--- config.mk ---
export PLATFORM = sky130hd
export DESIGN_NAME = cooling_pin_valve_sequencer
export DESIGN_NICKNAME = d
export VERILOG_FILES = /design/src/hw/rtl/cpvs_pkg.sv /design/src/hw/rtl/cooling_pin_valve_sequencer.sv
export SDC_FILE = /design/constraint.sdc
export NUM_CORES = 1
export LEC_CHECK = 0
export ABC_AREA = 1
export BUFFER_PORTS_ARGS = -buffer_cell sky130_fd_sc_hd__buf_2
export CAP_MARGIN = 20
export CORE_AREA = 2 2 140 115
export CTS_CLUSTER_DIAMETER = 50
export DETAILED_ROUTE_END_ITERATION = 7
export DIE_AREA = 0 0 142 117
export GPL_TIMING_DRIVEN = 0
export PLACE_DENSITY = 0.79
export SYNTH_ARGS = -nofsm -noshare
export SYNTH_HDL_FRONTEND = slang
export SYNTH_SLANG_ARGS = --single-unit
--- constraint.sdc ---
create_clock -name clk -period 5.85 [get_ports clk]
set_input_delay 0.585 -clock clk [delete_from_list [all_inputs] [get_ports clk]]
set_output_delay 0.585 -clock clk [all_outputs]
set_load 0.005 [all_outputs]
--- src/hw/rtl/cpvs_pkg.sv ---
`timescale 1ns / 1ps
// Package for the cooling pin valve sequencer: step codes, operation codes,
// configuration register indexes and the timer constants. No dependencies.
package cpvs_pkg;

  localparam int TIMER_BITS_DEFAULT = 16;
  localparam int CFG_INDEX_BITS     = 2;
  localparam int CFG_DATA_BITS      = 16;
  localparam int STEP_BITS          = 4;
  localparam int SHOW_BITS          = 16;
  localparam int UP_ALARM_DEFAULT   = 500;

  typedef enum logic [STEP_BITS-1:0] {
    ST_IDLE    = 4'd0,
    ST_START   = 4'd1,
    ST_DELAY   = 4'd2,
    ST_PREDOWN = 4'd3,
    ST_DOWN    = 4'd4,
    ST_RELEASE = 4'd5,
    ST_WAITUP  = 4'd6,
    ST_CHECKUP = 4'd7,
    ST_FINISH  = 4'd8,
    ST_HOLD    = 4'd9,
    ST_DONE    = 4'd10,
    ST_MANDOWN = 4'd11,
    ST_MANUP   = 4'd12,
    ST_STOP    = 4'd13,
    ST_RESET   = 4'd14,
    ST_ALARM   = 4'd15
  } step_t;

  typedef enum logic {
    OP_SCAN = 1'b0,
    OP_LOAD = 1'b1
  } op_t;

  typedef enum logic [CFG_INDEX_BITS-1:0] {
    CFG_PIN_ENABLED    = 2'd0,
    CFG_HOLD_NEXT      = 2'd1,
    CFG_DOWN_DELAY     = 2'd2,
    CFG_UP_ALARM_TICKS = 2'd3
  } cfg_index_t;

endpackage

--- src/hw/rtl/cooling_pin_valve_sequencer.sv ---
`timescale 1ns / 1ps
// Cooling pin valve sequencer top level: step machine, two on-delay timers
// and the result register. Depends on cpvs_pkg.

// Each accepted beat is one scan tick or one step load; its result beat
// appears in the output register in the next cycle. Input stall is raised
// only while a result beat is held by output stall, so with the output
// side free the block takes one beat per clock. The user must write
// configuration through cfg_we, cfg_index and cfg_data while no beat is
// in flight; the block does not enforce it. The timers count in TIMER_BITS
// bits and the displayed elapsed counts are their low sixteen bits.
module cooling_pin_valve_sequencer #(
  parameter int TIMER_BITS = cpvs_pkg::TIMER_BITS_DEFAULT
) (
  input  logic                                clk,
  input  logic                                rst,
  input  logic                                cfg_we,
  input  logic [cpvs_pkg::CFG_INDEX_BITS-1:0] cfg_index,
  input  logic [cpvs_pkg::CFG_DATA_BITS-1:0]  cfg_data,
  input  logic                                in_valid,
  output logic                                in_stall,
  input  logic                                operation,
  input  logic [3:0]                          new_step,
  input  logic                                up_limit,
  input  logic                                blow_done,
  input  logic                                clear_alarm,
  output logic                                out_valid,
  input  logic                                out_stall,
  output logic                                valve_down,
  output logic [3:0]                          step_now,
  output logic [15:0]                         delay_elapsed,
  output logic [15:0]                         alarm_elapsed,
  output logic                                not_up_alarm
);

  logic                  pin_enabled;
  logic                  hold_until_next_clamp;
  logic [15:0]           down_delay_ticks;
  logic [15:0]           up_alarm_ticks;

  cpvs_pkg::step_t       step_code, step_next;
  logic                  valve_state, valve_next;
  logic                  delay_running, delay_running_next;
  logic [TIMER_BITS-1:0] delay_count, delay_count_next;
  logic [TIMER_BITS-1:0] delay_preset, delay_preset_next;
  logic                  limit_running, limit_running_next;
  logic [TIMER_BITS-1:0] limit_count, limit_count_next;
  logic [TIMER_BITS-1:0] limit_preset, limit_preset_next;
  logic                  alarm_flag, alarm_next;

  logic                  in_accept;
  logic                  is_scan;
  logic                  delay_done;
  logic                  limit_done;
  logic [15:0]           alarm_set;

  assign in_stall  = out_valid && out_stall;
  assign in_accept = in_valid && !in_stall;
  assign is_scan   = (cpvs_pkg::op_t'(operation) == cpvs_pkg::OP_SCAN);
  assign alarm_set = (up_alarm_ticks != 16'd0) ? up_alarm_ticks
                                               : 16'(cpvs_pkg::UP_ALARM_DEFAULT);

  always_ff @(posedge clk) begin
    if (rst) begin
      pin_enabled           <= 1'b0;
      hold_until_next_clamp <= 1'b0;
      down_delay_ticks      <= 16'd0;
      up_alarm_ticks        <= 16'd0;
    end else if (cfg_we) begin
      case (cpvs_pkg::cfg_index_t'(cfg_index))
        cpvs_pkg::CFG_PIN_ENABLED:    pin_enabled           <= cfg_data[0];
        cpvs_pkg::CFG_HOLD_NEXT:      hold_until_next_clamp <= cfg_data[0];
        cpvs_pkg::CFG_DOWN_DELAY:     down_delay_ticks      <= cfg_data;
        cpvs_pkg::CFG_UP_ALARM_TICKS: up_alarm_ticks        <= cfg_data;
        default: ;
      endcase
    end
  end

  // Both timers tick before the step rule looks at their done flags.
  always_comb begin
    delay_count_next = delay_count;
    limit_count_next = limit_count;
    delay_done       = 1'b0;
    limit_done       = 1'b0;
    if (is_scan) begin
      if (delay_running) begin
        if (delay_count < delay_preset) begin
          delay_count_next = delay_count + 1'b1;
        end
        delay_done = (delay_count_next >= delay_preset);
      end else begin
        delay_count_next = '0;
      end
      if (limit_running) begin
        if (limit_count < limit_preset) begin
          limit_count_next = limit_count + 1'b1;
        end
        limit_done = (limit_count_next >= limit_preset);
      end else begin
        limit_count_next = '0;
      end
    end
  end

  always_comb begin
    step_next = step_code;
    if (!is_scan) begin
      step_next = cpvs_pkg::step_t'(new_step);
    end else begin
      case (step_code)
        cpvs_pkg::ST_START: begin
          if (!pin_enabled) begin
            step_next = cpvs_pkg::ST_FINISH;
          end else if (hold_until_next_clamp) begin
            step_next = cpvs_pkg::ST_HOLD;
          end else if (down_delay_ticks != 16'd0) begin
            step_next = cpvs_pkg::ST_DELAY;
          end else begin
            step_next = cpvs_pkg::ST_PREDOWN;
          end
        end
        cpvs_pkg::ST_DELAY: begin
          if (delay_done) begin
            step_next = cpvs_pkg::ST_PREDOWN;
          end
        end
        cpvs_pkg::ST_PREDOWN: step_next = cpvs_pkg::ST_DOWN;
        cpvs_pkg::ST_DOWN: begin
          if (blow_done) begin
            step_next = cpvs_pkg::ST_RELEASE;
          end
        end
        cpvs_pkg::ST_RELEASE: begin
          step_next = (pin_enabled || valve_state) ? cpvs_pkg::ST_WAITUP
                                                   : cpvs_pkg::ST_CHECKUP;
        end
        cpvs_pkg::ST_WAITUP: begin
          if (limit_done) begin
            step_next = cpvs_pkg::ST_ALARM;
          end else if (up_limit) begin
            step_next = cpvs_pkg::ST_FINISH;
          end
        end
        cpvs_pkg::ST_CHECKUP: begin
          step_next = up_limit ? cpvs_pkg::ST_FINISH : cpvs_pkg::ST_ALARM;
        end
        cpvs_pkg::ST_FINISH: step_next = cpvs_pkg::ST_DONE;
        cpvs_pkg::ST_STOP,
        cpvs_pkg::ST_RESET:  step_next = cpvs_pkg::ST_IDLE;
        default: ;
      endcase
    end
  end

  always_comb begin
    valve_next         = valve_state;
    delay_running_next = delay_running;
    delay_preset_next  = delay_preset;
    limit_running_next = limit_running;
    limit_preset_next  = limit_preset;
    alarm_next         = alarm_flag && !clear_alarm;
    if (is_scan) begin
      case (step_code)
        cpvs_pkg::ST_IDLE: begin
          delay_running_next = 1'b0;
          limit_running_next = 1'b0;
        end
        cpvs_pkg::ST_START: begin
          if (pin_enabled && !hold_until_next_clamp && down_delay_ticks != 16'd0) begin
            delay_running_next = 1'b1;
            delay_preset_next  = TIMER_BITS'(down_delay_ticks);
          end
        end
        cpvs_pkg::ST_DELAY: begin
          if (delay_done) begin
            delay_running_next = 1'b0;
          end
        end
        cpvs_pkg::ST_DOWN,
        cpvs_pkg::ST_HOLD,
        cpvs_pkg::ST_MANDOWN: valve_next = 1'b1;
        cpvs_pkg::ST_RELEASE: begin
          if (pin_enabled || valve_state) begin
            limit_running_next = 1'b1;
            limit_preset_next  = TIMER_BITS'(alarm_set);
          end
        end
        cpvs_pkg::ST_WAITUP: begin
          valve_next = 1'b0;
          if (limit_done) begin
            limit_running_next = 1'b0;
            alarm_next         = 1'b1;
          end
        end
        cpvs_pkg::ST_CHECKUP: begin
          if (!up_limit) begin
            limit_running_next = 1'b0;
            alarm_next         = 1'b1;
          end
        end
        cpvs_pkg::ST_FINISH: begin
          valve_next         = 1'b0;
          limit_running_next = 1'b0;
        end
        cpvs_pkg::ST_MANUP: valve_next = 1'b0;
        cpvs_pkg::ST_STOP,
        cpvs_pkg::ST_RESET,
        cpvs_pkg::ST_ALARM: begin
          delay_running_next = 1'b0;
          limit_running_next = 1'b0;
        end
        default: ;
      endcase
    end
  end

  always_ff @(posedge clk) begin
    if (rst) begin
      step_code     <= cpvs_pkg::ST_IDLE;
      valve_state   <= 1'b0;
      delay_running <= 1'b0;
      delay_count   <= '0;
      delay_preset  <= '0;
      limit_running <= 1'b0;
      limit_count   <= '0;
      limit_preset  <= '0;
      alarm_flag    <= 1'b0;
    end else if (in_accept) begin
      step_code     <= step_next;
      valve_state   <= valve_next;
      delay_running <= delay_running_next;
      delay_count   <= delay_count_next;
      delay_preset  <= delay_preset_next;
      limit_running <= limit_running_next;
      limit_count   <= limit_count_next;
      limit_preset  <= limit_preset_next;
      alarm_flag    <= alarm_next;
    end
  end

  always_ff @(posedge clk) begin
    if (rst) begin
      out_valid <= 1'b0;
    end else if (in_accept) begin
      out_valid <= 1'b1;
    end else if (!out_stall) begin
      out_valid <= 1'b0;
    end
  end

  always_ff @(posedge clk) begin
    if (in_accept) begin
      valve_down    <= valve_next;
      step_now      <= step_next;
      delay_elapsed <= cpvs_pkg::SHOW_BITS'(delay_count_next);
      alarm_elapsed <= cpvs_pkg::SHOW_BITS'(limit_count_next);
      not_up_alarm  <= alarm_next;
    end
  end

`ifndef NO_ASSERTIONS
  a_accept_gives_result: assert property (@(posedge clk) disable iff (rst)
    in_accept |=> out_valid)
    else $error("accepted beat did not produce a result beat");

  a_alarm_only_in_alarm_step: assert property (@(posedge clk) disable iff (rst)
    $rose(alarm_flag) |-> step_code == cpvs_pkg::ST_ALARM)
    else $error("alarm raised outside the alarm step");

  a_idle_delay_cleared: assert property (@(posedge clk) disable iff (rst)
    (in_accept && is_scan && !delay_running) |=> delay_count == '0)
    else $error("down-delay count not cleared while stopped");

  a_down_drives_valve: assert property (@(posedge clk) disable iff (rst)
    (in_accept && is_scan && step_code == cpvs_pkg::ST_DOWN) |=> valve_state)
    else $error("down step did not drive the valve");
`endif

endmodule

==> results.sh, run 1 <==
export IMPL_hold_buffers=0
export IMPL_fin_worst_skew_ps=7.17
export IMPL_crit_reg2reg_launch="delay_count[11]"
export IMPL_layout_drive_gt1_share=0.136
export IMPL_grt_usage=0.282
export IMPL_numCtsBuffers=17
export IMPL_dr_first_iter_drc_count=816
export IMPL_fp_dieH_um=117
export IMPL_status="complete, no violations"
export IMPL_power_density_nw_per_um2=253
export IMPL_yosys_register_bits=145
export IMPL_tns_ps=0
export IMPL_synth_top_cell_area_share=0.248
export IMPL_hold_end="out_valid"
export IMPL_port_buffers=69
export IMPL_antennaDiodeCount=0
export IMPL_syn_to_final_growth_pct=13.6
export IMPL_hold_viol=0
export IMPL_synthArstFlopShare=0
export IMPL_hpwl_um=17300
export IMPL_fillers=1349
export IMPL_ctsResizeCount=0
export IMPL_antenna_found_initial=0
export IMPL_synth_most_common_cell="nand2_1"
export IMPL_drc=0
export IMPL_synth_area_per_cell_um2=7.39
export IMPL_num_io_pins=71
export IMPL_yosys_top_cells_area="dfxtp_1 (25%), edfxtp_1 (13%), nand2_1 (11%), ha_1 (9.3%), a21oi_1 (7.2%)"
export IMPL_firstDrtPassIters=5
export IMPL_grtUsageMet3=0.0635
export IMPL_ys_seq_area_frac=0.380
export IMPL_final_max_slew_viol_count=0
export IMPL_coreArea_um2=15300
export IMPL_synth_area_um2=8630
export IMPL_clk_path_buf_depth=2
export IMPL_maxSlewHeadroom=0.313
export IMPL_use_met2=0.427
export IMPL_required_ps=6230
export IMPL_grtUsageMet1=0.407
export IMPL_synth_nets=1263
export IMPL_timing_hold_ws_ps=431
export IMPL_grt_max_degree=48
export IMPL_rsz0062_at_grt="false"
export IMPL_crit_fanout=10
export IMPL_multiInputGateArea_um2=4470
export IMPL_grt_most_used_layer="met2"
export IMPL_start_kind="register"
export IMPL_drt_total_wl_um=22600
export IMPL_regArea_um2=3280
export IMPL_detail_route_antenna_nets=0
export IMPL_synth_top_cells_by_count="nand2_1 (242), inv_1 (146), a21oi_1 (124), dfxtp_1 (107), o21ai_0 (103)"
export IMPL_postCtsSetupRepairBufs=0
export IMPL_worstRegToRegCells=19
export IMPL_rrSetupSlack_ps=2070
export IMPL_hold_path_startpoint="in_valid"
export IMPL_path_class="register to register"
export IMPL_r2r_end="step_code[0]"
export IMPL_synth_cell_type_count=40
export IMPL_start_util=0.563
export IMPL_clk_latency_ps=430
export IMPL_hold_path_cell_count=3
export IMPL_ctsRootBufferMaster="clkbuf_16"
export IMPL_instances_no_fill=1462
export IMPL_ys_warn_count=0
export IMPL_cts_htree_levels=4
export IMPL_overflow=0
export IMPL_grt_pass1_wl_um=36800
export IMPL_die_area_um2=16600
export IMPL_clock_sinks=145
export IMPL_syn_inst=1168
export IMPL_die_w_um=142
export IMPL_ys_flop_type="dfxtp_1"
export IMPL_grt_pass1_vias=7474
export IMPL_place_inst=1430
export IMPL_vias=8321
export IMPL_rows=41
export IMPL_drv_cap=0
export IMPL_hold_path_class="input pin to register"
export IMPL_avgRoutedWirePerCell_um=15.5
export IMPL_arrival_ps=4160
export IMPL_period_share=0.647
export IMPL_tightest_slew_ps=1030
export IMPL_ir_drop_mv=0.234
export IMPL_gp_congestion=0.995
export IMPL_cts_tree="done"
export IMPL_synth_edf_count=38
export IMPL_finalNetCount=1351
export IMPL_setup_violations=0
export IMPL_p_leak_nw=4.27
export IMPL_period_minus_slack_ps=3780
export IMPL_clock_fmax_mhz=264
export IMPL_post_drt_via_cell_ratio=5.69
export IMPL_end_kind="register"
export IMPL_path_clk_slew_ps=60
export IMPL_yosysTopAreaCell="dfxtp_1"
metrics by stage:
stage                     utilization  cell area [um2]  total power [mW]  setup slack [ps]
after floorplan                     -             8630              1.31              2890
after global placement          0.601             9220              1.40              2270
after detailed placement        0.601             9220              1.41              2180
after CTS                       0.639             9800              2.48              2130
after global routing            0.639             9800              2.57              1740
final                           0.639             9800              2.48              2070
power breakdown:
group,leakage (nW),switching [mW],internal (mW)
Combinational,2.72,0.219,0.104
Sequential,1.25,0.0147,1.06
Clock,0.296,0.423,0.655
Total,4.27,0.657,1.82
final cells by class:
type	instances	share of cell area
inverter	173	0.0662
multi-input combinational	803	0.456
timing repair buffer	69	0.0352
buffer	47	0.0232
tap	193	0.0246
clock buffer	24	0.0523
sequential	145	0.335
clock inverter	8	0.00753
layer usage:
| metal | wire length (um) | share of wire | up-vias |
|---|---|---|---|
| met4 | 305 | 0.013 | 0 |
| met2 | 9430 | 0.42 | 383 |
| li1 | - | - | 4080 |
| met5 | 0 | 0 | - |
| met3 | 2370 | 0.10 | 27 |
| met1 | 10500 | 0.46 | 3831 |
cell usage in the layout, fill, tap and decap left out, types with 4 or more instances in the layout:
master / count
xor2_1: 24
inv_1: 146
nand4_1: 19
clkbuf_16: 18
dfxtp_1: 107
clkbuf_8: 4
nand2_1: 242
ha_1: 64
nand3b_1: 4
buf_2: 80
buf_6: 4
nand3_1: 90
a211oi_2: 14
inv_2: 27
clkbuf_1: 29
a21oi_1: 124
nand2_2: 5
and2_1: 4
nor4_1: 7
clkinv_2: 4
nor2_1: 56
o21ai_0: 103
nor3_1: 18
edfxtp_1: 38
state kept, by name (all words and copies together) (netlist names):
name and flops:
step_now 4, down_delay_ticks 16, delay_running 1, valve_down 1, limit_running 1, limit_count 16, out_valid 1, valve_state 1
step_code 4, delay_count 16, delay_preset 16, limit_preset 16, pin_enabled 1, hold_until_next_clamp 1, up_alarm_ticks 16, alarm_elapsed 16
alarm_flag 1, delay_elapsed 16, not_up_alarm 1
worst max-delay path by stage:
| stage | start | to | slack (ps) | cells past startpoint |
|---|---|---|---|---|
| after global routing | limit_count[11] | step_code[2] | 1740 | 17 |
| after CTS | limit_count[11] | step_code[0] | 2130 | 19 |
| after detailed placement | limit_count[11] | step_code[0] | 2180 | 19 |
| after floorplan | limit_count[11] | step_now[2] | 2890 | 19 |
| final | delay_count[11] | step_code[0] | 2070 | 19 |
| after global placement | limit_count[11] | step_code[0] | 2270 | 19 |
critical path: stages, from the launching register on:
cell and delay [ps]:
dfxtp_1 480, ha_1 300, a21oi_1 150, o21ai_0 130, a21oi_2 400, buf_2 330, nand3_1 150, nand2_1 110
inv_2 60, ha_1 270, nand2_1 60, nor4_1 440, nand2_1 120, nand3_1 210, nand3_1 100, nand3_1 110
nand2_1 90, nand3_1 90, nand2_1 70, inv_1 50
logic make-up after synthesis:
kind of cell	synth area share
AND/OR/NAND/NOR	0.231
AO/OA/AOI/OAI	0.170
buffers and inverters	0.102
flip-flops	0.380
adder cells (fa/ha/maj)	0.0928
XOR/XNOR	0.0244
(Power assumes the default switching activity.)
==> run 2: changes to the inputs <==
CORE_AREA = 2 2 144 118   (was 2 2 140 115)
DIE_AREA = 0 0 146 120   (was 0 0 142 117)
clock period = 3.3 ns   (was 5.85 ns; I/O delays follow)
==> run 2 against run 1 <==
- sequential power is 77% higher
- setup slack worse by 2000 ps
- first-iteration DRC count rose by 8.3%
- register-to-register slack worse by 2000 ps
- count of clock-buffer cells in the layout increased by 3
- hold slack worse by 250 ps
- die area grew 5.5%
- critical path depth increased by 4
- sequential share of layout area shrank 2.3 points
- final cell count grew 4.0%
- largest cell class unchanged
- largest power group unchanged
==> results.sh, run 2 (synthesis gave the netlist of run 1 again) <==
export IMPL_rsz0062_at_grt="true"
export IMPL_power_density_nw_per_um2=424
export IMPL_grt_pass1_wl_um=37900
export IMPL_hpwl_um=17800
export IMPL_cts_tree="done"
export IMPL_period_share=0.978
export IMPL_cpPeakStageDelay_ps=340
export IMPL_cts_htree_levels=4
export IMPL_final_core_util=0.657
export IMPL_coreArea_um2=16200
export IMPL_place_inst=1457
export IMPL_hold_viol=0
export IMPL_vias=8529
export IMPL_syn_to_final_growth_pct=23.2
export IMPL_path_clk_slew_ps=60
export IMPL_crit_path_top_delay_cell="nor4_2"
export IMPL_finalNetCount=1382
export IMPL_antennaDiodeCount=0
export IMPL_drt_total_wl_um=24600
export IMPL_netSwitchingFraction=0.261
export IMPL_p_int_mw=3.33
export IMPL_crit_fanout=7
export IMPL_path_delay_family="simple AND/OR/NAND/NOR gates"
export IMPL_instances_no_fill=1520
export IMPL_firstDrtPassIters=5
export IMPL_clk_path_buf_depth=2
export IMPL_path_common_cell="nand2_1"
export IMPL_grt_pass1_vias=7434
export IMPL_grt_usage=0.271
export IMPL_num_io_pins=71
export IMPL_clk_latency_ps=430
export IMPL_fp_dieH_um=120
export IMPL_clock_sinks=145
export IMPL_overflow=0
export IMPL_period_minus_slack_ps=3230
export IMPL_status="complete, no violations"
export IMPL_layout_drive_gt1_share=0.228
export IMPL_die_area_um2=17500
export IMPL_antenna_found_initial=0
export IMPL_start_util=0.533
export IMPL_required_ps=3680
export IMPL_fin_ws_ps=72.2
export IMPL_start_kind="register"
export IMPL_ir_drop_mv=0.381
export IMPL_arrival_ps=3600
export IMPL_tightest_slew_ps=1030
export IMPL_comb_power_share=0.153
export IMPL_crit_buf_inv=5
export IMPL_final_max_slew_viol_count=0
export IMPL_power_frac_clock=0.424
export IMPL_die_w_um=146
export IMPL_p_sw_mw=1.18
export IMPL_rows=42
export IMPL_clock_fmax_mhz=310
export IMPL_end_kind="register"
export IMPL_maxSlewHeadroom=0.312
export IMPL_gp_congestion=0.924
export IMPL_layout_common_cells="nand2_1 (228), inv_1 (134), a21oi_1 (112)"
export IMPL_avgRoutedWirePerCell_um=16.2
export IMPL_timing_hold_ws_ps=184
export IMPL_numCtsBuffers=17
export IMPL_hold_path_class="input pin to register"
export IMPL_p_seq_frac=0.423
export IMPL_path_class="register to register"
export IMPL_tns_ps=0
export IMPL_drc=0
export IMPL_ctsRootBufferMaster="clkbuf_16"
export IMPL_fillers=1358
export IMPL_post_drt_via_cell_ratio=5.61
export IMPL_port_buffers=69
export IMPL_drv_cap=0
export IMPL_final_common_cell="nand2_1"
export IMPL_multiInputGateArea_um2=4930
export IMPL_dpl_worst_slack_ps=-353
export IMPL_worstPathCellList="inv_1 > ha_1 > nand2_1 > inv_1 > nand3_2 > nor3_4 > nand2_4 > nand2_8 > buf_8 > nand2_1 > nand2_1 > inv_2 > ha_1 > nand2_1 > nor4_2 > nand2_1 > nand3_2 > nand3_2 > nand3_2 > nand2_2 > nand3_2 > nand2_1 > inv_1"
export IMPL_grt_max_degree=48
export IMPL_setup_violations=0
export IMPL_detail_route_antenna_nets=0
export IMPL_dr_first_iter_drc_count=884
export IMPL_fin_worst_skew_ps=11.7
export IMPL_p_leak_nw=4.54
export IMPL_regArea_um2=3310
## run 2: cell count changes in the layout (fill, tap and decap cells not counted), sizes merged
cell / change
clkinv: -2
clkbuf: +6
buf: +28
bufinv: +1
inv: -2
## run 2: worst register-to-register path, cell delays in order, from the launching register on
cell,delay (ps)
dfxtp_2,330
inv_1,60
ha_1,270
nand2_1,70
inv_1,80
nand3_2,100
nor3_4,230
nand2_4,140
nand2_8,130
buf_8,120
nand2_1,50
nand2_1,60
inv_2,70
ha_1,320
nand2_1,80
nor4_2,340
nand2_1,120
nand3_2,120
nand3_2,110
nand3_2,130
nand2_2,80
nand3_2,70
nand2_1,70
inv_1,50
## run 2: per-stage QoR
| stage | area, um2 | total power [mW] |
|---|---|---|
| floorplan | 8630 | 2.32 |
| global placement | 9250 | 2.49 |
| detailed placement | 9250 | 2.50 |
| CTS | 9910 | 4.40 |
| global route | 10600 | 4.68 |
| finish | 10600 | 4.51 |
## run 2: final timing paths
kind | start | endpoint | slack (ps) | depth (start not counted)
setup reg to reg | delay_preset[14] | step_code[0] | 70 | 23
hold reg to reg | limit_running | limit_running | 470 | 2
hold / removal | in_valid | out_valid | 180 | 3
setup / recovery | delay_preset[14] | step_code[0] | 70 | 23
## run 2: power groups by stage
| stage | Combinational, mW | Sequential (mW) | Clock (mW) |
|---|---|---|---|
| floorplan | 0.378 | 1.94 | 0 |
| global placement | 0.549 | 1.94 | 0 |
| detailed placement | 0.558 | 1.95 | 0 |
| CTS | 0.574 | 1.91 | 1.92 |
| global route | 0.757 | 1.91 | 2.01 |
| finish | 0.689 | 1.91 | 1.91 |
## run 2: area by class of cell
cell class              instances  area share
repair buffers                101      0.0591
well taps                     220      0.0259
clock buffers                  27      0.0483
clock inverters                 5     0.00706
plain buffers                  46      0.0228
multi-input cells             803       0.464
inverters                     173      0.0613
flip-flops and latches        145       0.312
## run 2: repair_timing
action | CTS | global route
endpoints found under the setup margin | 12 | 12
buffers inserted | 6 | 24
hold buffers | 0 | 0
resized for setup | 12 | 115
endpoints found under the hold margin | 0 | 0
pin swaps | 3 | 32
gates cloned | 0 | 2
## run 2: metal layers
layer	up-vias	wire length (um)	global-route usage
met3	33	2640	0.0684
li1	4146	-	-
met2	417	10300	0.385
met5	-	0	0
met1	3933	11300	0.411
met4	0	314	0.0613
==> run 3: changes to the inputs <==
ABC_AREA = not set   (was 1)
CORE_AREA = 2 2 142 117   (was 2 2 144 118)
DIE_AREA = 0 0 144 119   (was 0 0 146 120)
RECOVER_POWER = 100   (was not set)
==> run 3 against run 2 <==
- the flow now finishes with violations (capacitance limit, slew limit, setup timing)
- sequential power hardly changed
- sequential cell count unchanged
- final cell count shrank 7.7%
- routed wire length rose by 4.1%
- hold slack got worse by 54 ps
- power shrank 6.4%
- die area fell by 2.2%
- register-to-register slack lost 600 ps
- utilization grew 1.5 points
- clock skew down 2.6 ps
- critical path type unchanged
==> results.sh, run 3 <==
export IMPL_synth_nets=1139
export IMPL_clk_latency_ps=430
export IMPL_dr_first_iter_drc_count=1120
export IMPL_synth_edf_count=38
export IMPL_place_area_um2=9260
export IMPL_p_int_mw=3.22
export IMPL_cts_htree_levels=4
export IMPL_dpl_worst_slack_ps=-832
export IMPL_place_inst=1333
export IMPL_ys_seq_area_frac=0.387
export IMPL_p_seq_frac=0.447
export IMPL_maxSlewHeadroom=-0.109
export IMPL_clock_fmax_mhz=261
export IMPL_synth_top_cell_area_share=0.253
export IMPL_yosys_top_cells_area="dfxtp_1 (25%), edfxtp_1 (13%), ha_1 (9.4%), nand2_1 (7.9%), a21oi_1 (6.7%)"
export IMPL_period_minus_slack_ps=3820
export IMPL_coreArea_um2=15900
export IMPL_finalNetCount=1265
export IMPL_violations="capacitance limit, slew limit, setup timing"
export IMPL_ir_drop_mv=0.405
export IMPL_period_share=1.16
export IMPL_p_leak_nw=4.00
export IMPL_yosys_register_bits=145
export IMPL_status="finished, violations left"
export IMPL_clk_path_buf_depth=2
export IMPL_fin_worst_skew_ps=9.04
export IMPL_hold_path_class="input pin to register"
export IMPL_timing_hold_ws_ps=130
export IMPL_grt_max_degree=44
export IMPL_power_total_mw=4.22
export IMPL_port_buffers=69
export IMPL_avgRoutedWirePerCell_um=18.3
export IMPL_layout_drive_gt1_share=0.215
export IMPL_post_drt_via_cell_ratio=6.00
export IMPL_setup_violations=31
export IMPL_end_kind="register"
export IMPL_drc=0
export IMPL_num_io_pins=71
export IMPL_start_util=0.532
export IMPL_yosysTopAreaCell="dfxtp_1"
export IMPL_final_common_cell="nand2_1"
export IMPL_fp_dieH_um=119
export IMPL_final_max_slew_viol_count=44
export IMPL_crit_fanout=7
export IMPL_die_area_um2=17100
export IMPL_antennaDiodeCount=0
export IMPL_gp_congestion=0.957
export IMPL_power_density_nw_per_um2=395
export IMPL_finalInstanceArea_um2=10700
export IMPL_grt_usage=0.297
export IMPL_hold_viol=0
export IMPL_comb_power_share=0.071
export IMPL_cts_tree="done"
export IMPL_tightest_slew_ps=1660
export IMPL_die_w_um=144
export IMPL_arrival_ps=3970
export IMPL_detail_route_antenna_nets=0
export IMPL_synth_cell_type_count=61
export IMPL_start_kind="register"
export IMPL_rows=42
export IMPL_ctsRootBufferMaster="clkbuf_16"
export IMPL_antenna_found_initial=0
export IMPL_fillers=1278
export IMPL_layout_common_cells="nand2_1 (176), a21oi_1 (107), dfxtp_1 (78)"
export IMPL_synth_area_um2=8480
export IMPL_clock_sinks=145
export IMPL_synth_top_cells_by_count="nand2_1 (178), a21oi_1 (114), dfxtp_1 (107), ha_1 (64), clkbuf_1 (56)"
export IMPL_grt_pass1_wl_um=39800
export IMPL_path_class="register to register"
export IMPL_vias=8420
export IMPL_grt_pass1_vias=7560
export IMPL_syn_inst=1044
export IMPL_rsz0062_at_grt="true"
export IMPL_netSwitchingFraction=0.237
export IMPL_synth_most_common_cell="nand2_1"
export IMPL_overflow=0
export IMPL_syn_to_final_growth_pct=26.2
export IMPL_numCtsBuffers=17
export IMPL_p_sw_mw=0.999
export IMPL_ys_flop_type="dfxtp_1"
export IMPL_fin_ws_ps=-524
export IMPL_path_clk_slew_ps=60
export IMPL_drt_total_wl_um=25600
export IMPL_synthArstFlopShare=0
export IMPL_firstDrtPassIters=6
export IMPL_power_frac_clock=0.482
export IMPL_hpwl_um=17300
export IMPL_ys_warn_count=0
export IMPL_synth_area_per_cell_um2=8.12
export IMPL_required_ps=3440
export IMPL_drv_cap=1
export IMPL_instances_no_fill=1403
-- run 3: cell count changes after synthesis, sizes merged, moves of 11 or more --
cell    previous run  this run
inv              173        54
nand2            248       178
nand3             90        32
o21ai            106        55
clkbuf            27        59
or3                0        29
xnor2              0        25
a31oi              3        21
nand2b             0        18
xor2              24         6
nor2              61        48
a21oi            126       114
o31ai              0        11
-- run 3: path summary, 6_finish.rpt --
kind                     end  slack [ps]  cells after the start             start
max             not_up_alarm        -520                     17  limit_preset[15]
min                out_valid         130                      2          in_valid
max reg2reg     not_up_alarm        -520                     17  limit_preset[15]
min reg2reg  delay_preset[1]         450                      2   delay_preset[1]
-- run 3: worst max-delay path: stages, from the launching register on --
cell and delay [ps]:
dfxtp_2 320, inv_2 90, ha_4 220, a21oi_4 150, o21ai_4 90, or3_1 360
clkbuf_8 180, buf_4 140, nor4_4 310, xor2_2 250, ha_1 280, nand4_1 150
nor2_4 80, a221oi_4 280, a31oi_4 160, buf_4 170, a21oi_2 190, o22ai_1 110
-- run 3: cell families after synthesis --
logic type      synth area share
simple gates               0.225
compound gates             0.196
flops                      0.387
buf+inv                   0.0595
fa+ha+maj                 0.0945
xor+xnor                  0.0320
mux                      0.00517
-- run 3: through the flow --
| stage | util | setup TNS, ps |
|---|---|---|
| 5_1_grt | 0.672 | -16930 |
| 2_1_floorplan | - | -591 |
| 6_report | 0.672 | -7570 |
| 3_3_place_gp | 0.581 | -8530 |
| 3_5_place_dp | 0.581 | -8040 |
| 4_1_cts | 0.661 | -3310 |
-- run 3: cell type report --
cell class	instances	area [um2]	share of cell area
Buffer	71	327	0.0305
Clock buffer	17	425	0.0398
Clock inverter	15	191	0.0179
Inverter	54	203	0.0189
Multi-Input combinational cell	771	5300	0.495
Sequential cell	145	3330	0.312
Tap cell	220	275	0.0257
Timing Repair Buffer	110	643	0.0601
-- run 3: layer usage --
layer,routed length [um],GRT usage
met1,11600,0.448
met2,11000,0.425
met3,2640,0.0696
met4,441,0.0809
met5,0,0
-- run 3: power by group through the flow --
stage | combinational [mW] | sequential (mW) | clock [mW]
2_1_floorplan | 0.170 | 1.93 | 0
3_3_place_gp | 0.282 | 1.93 | 0
6_report | 0.299 | 1.89 | 2.03
3_5_place_dp | 0.285 | 1.93 | 0
4_1_cts | 0.291 | 1.89 | 2.03
5_1_grt | 0.328 | 1.89 | 2.12
-- run 3: timing repair --
item,4_1_cts,5_1_grt
endpoints found under the hold margin,0,0
cloned,1,0
hold buffers,0,0
gates resized for setup,89,40
setup buffers,32,8
endpoints found under the setup margin,12,12
pin swaps,38,20
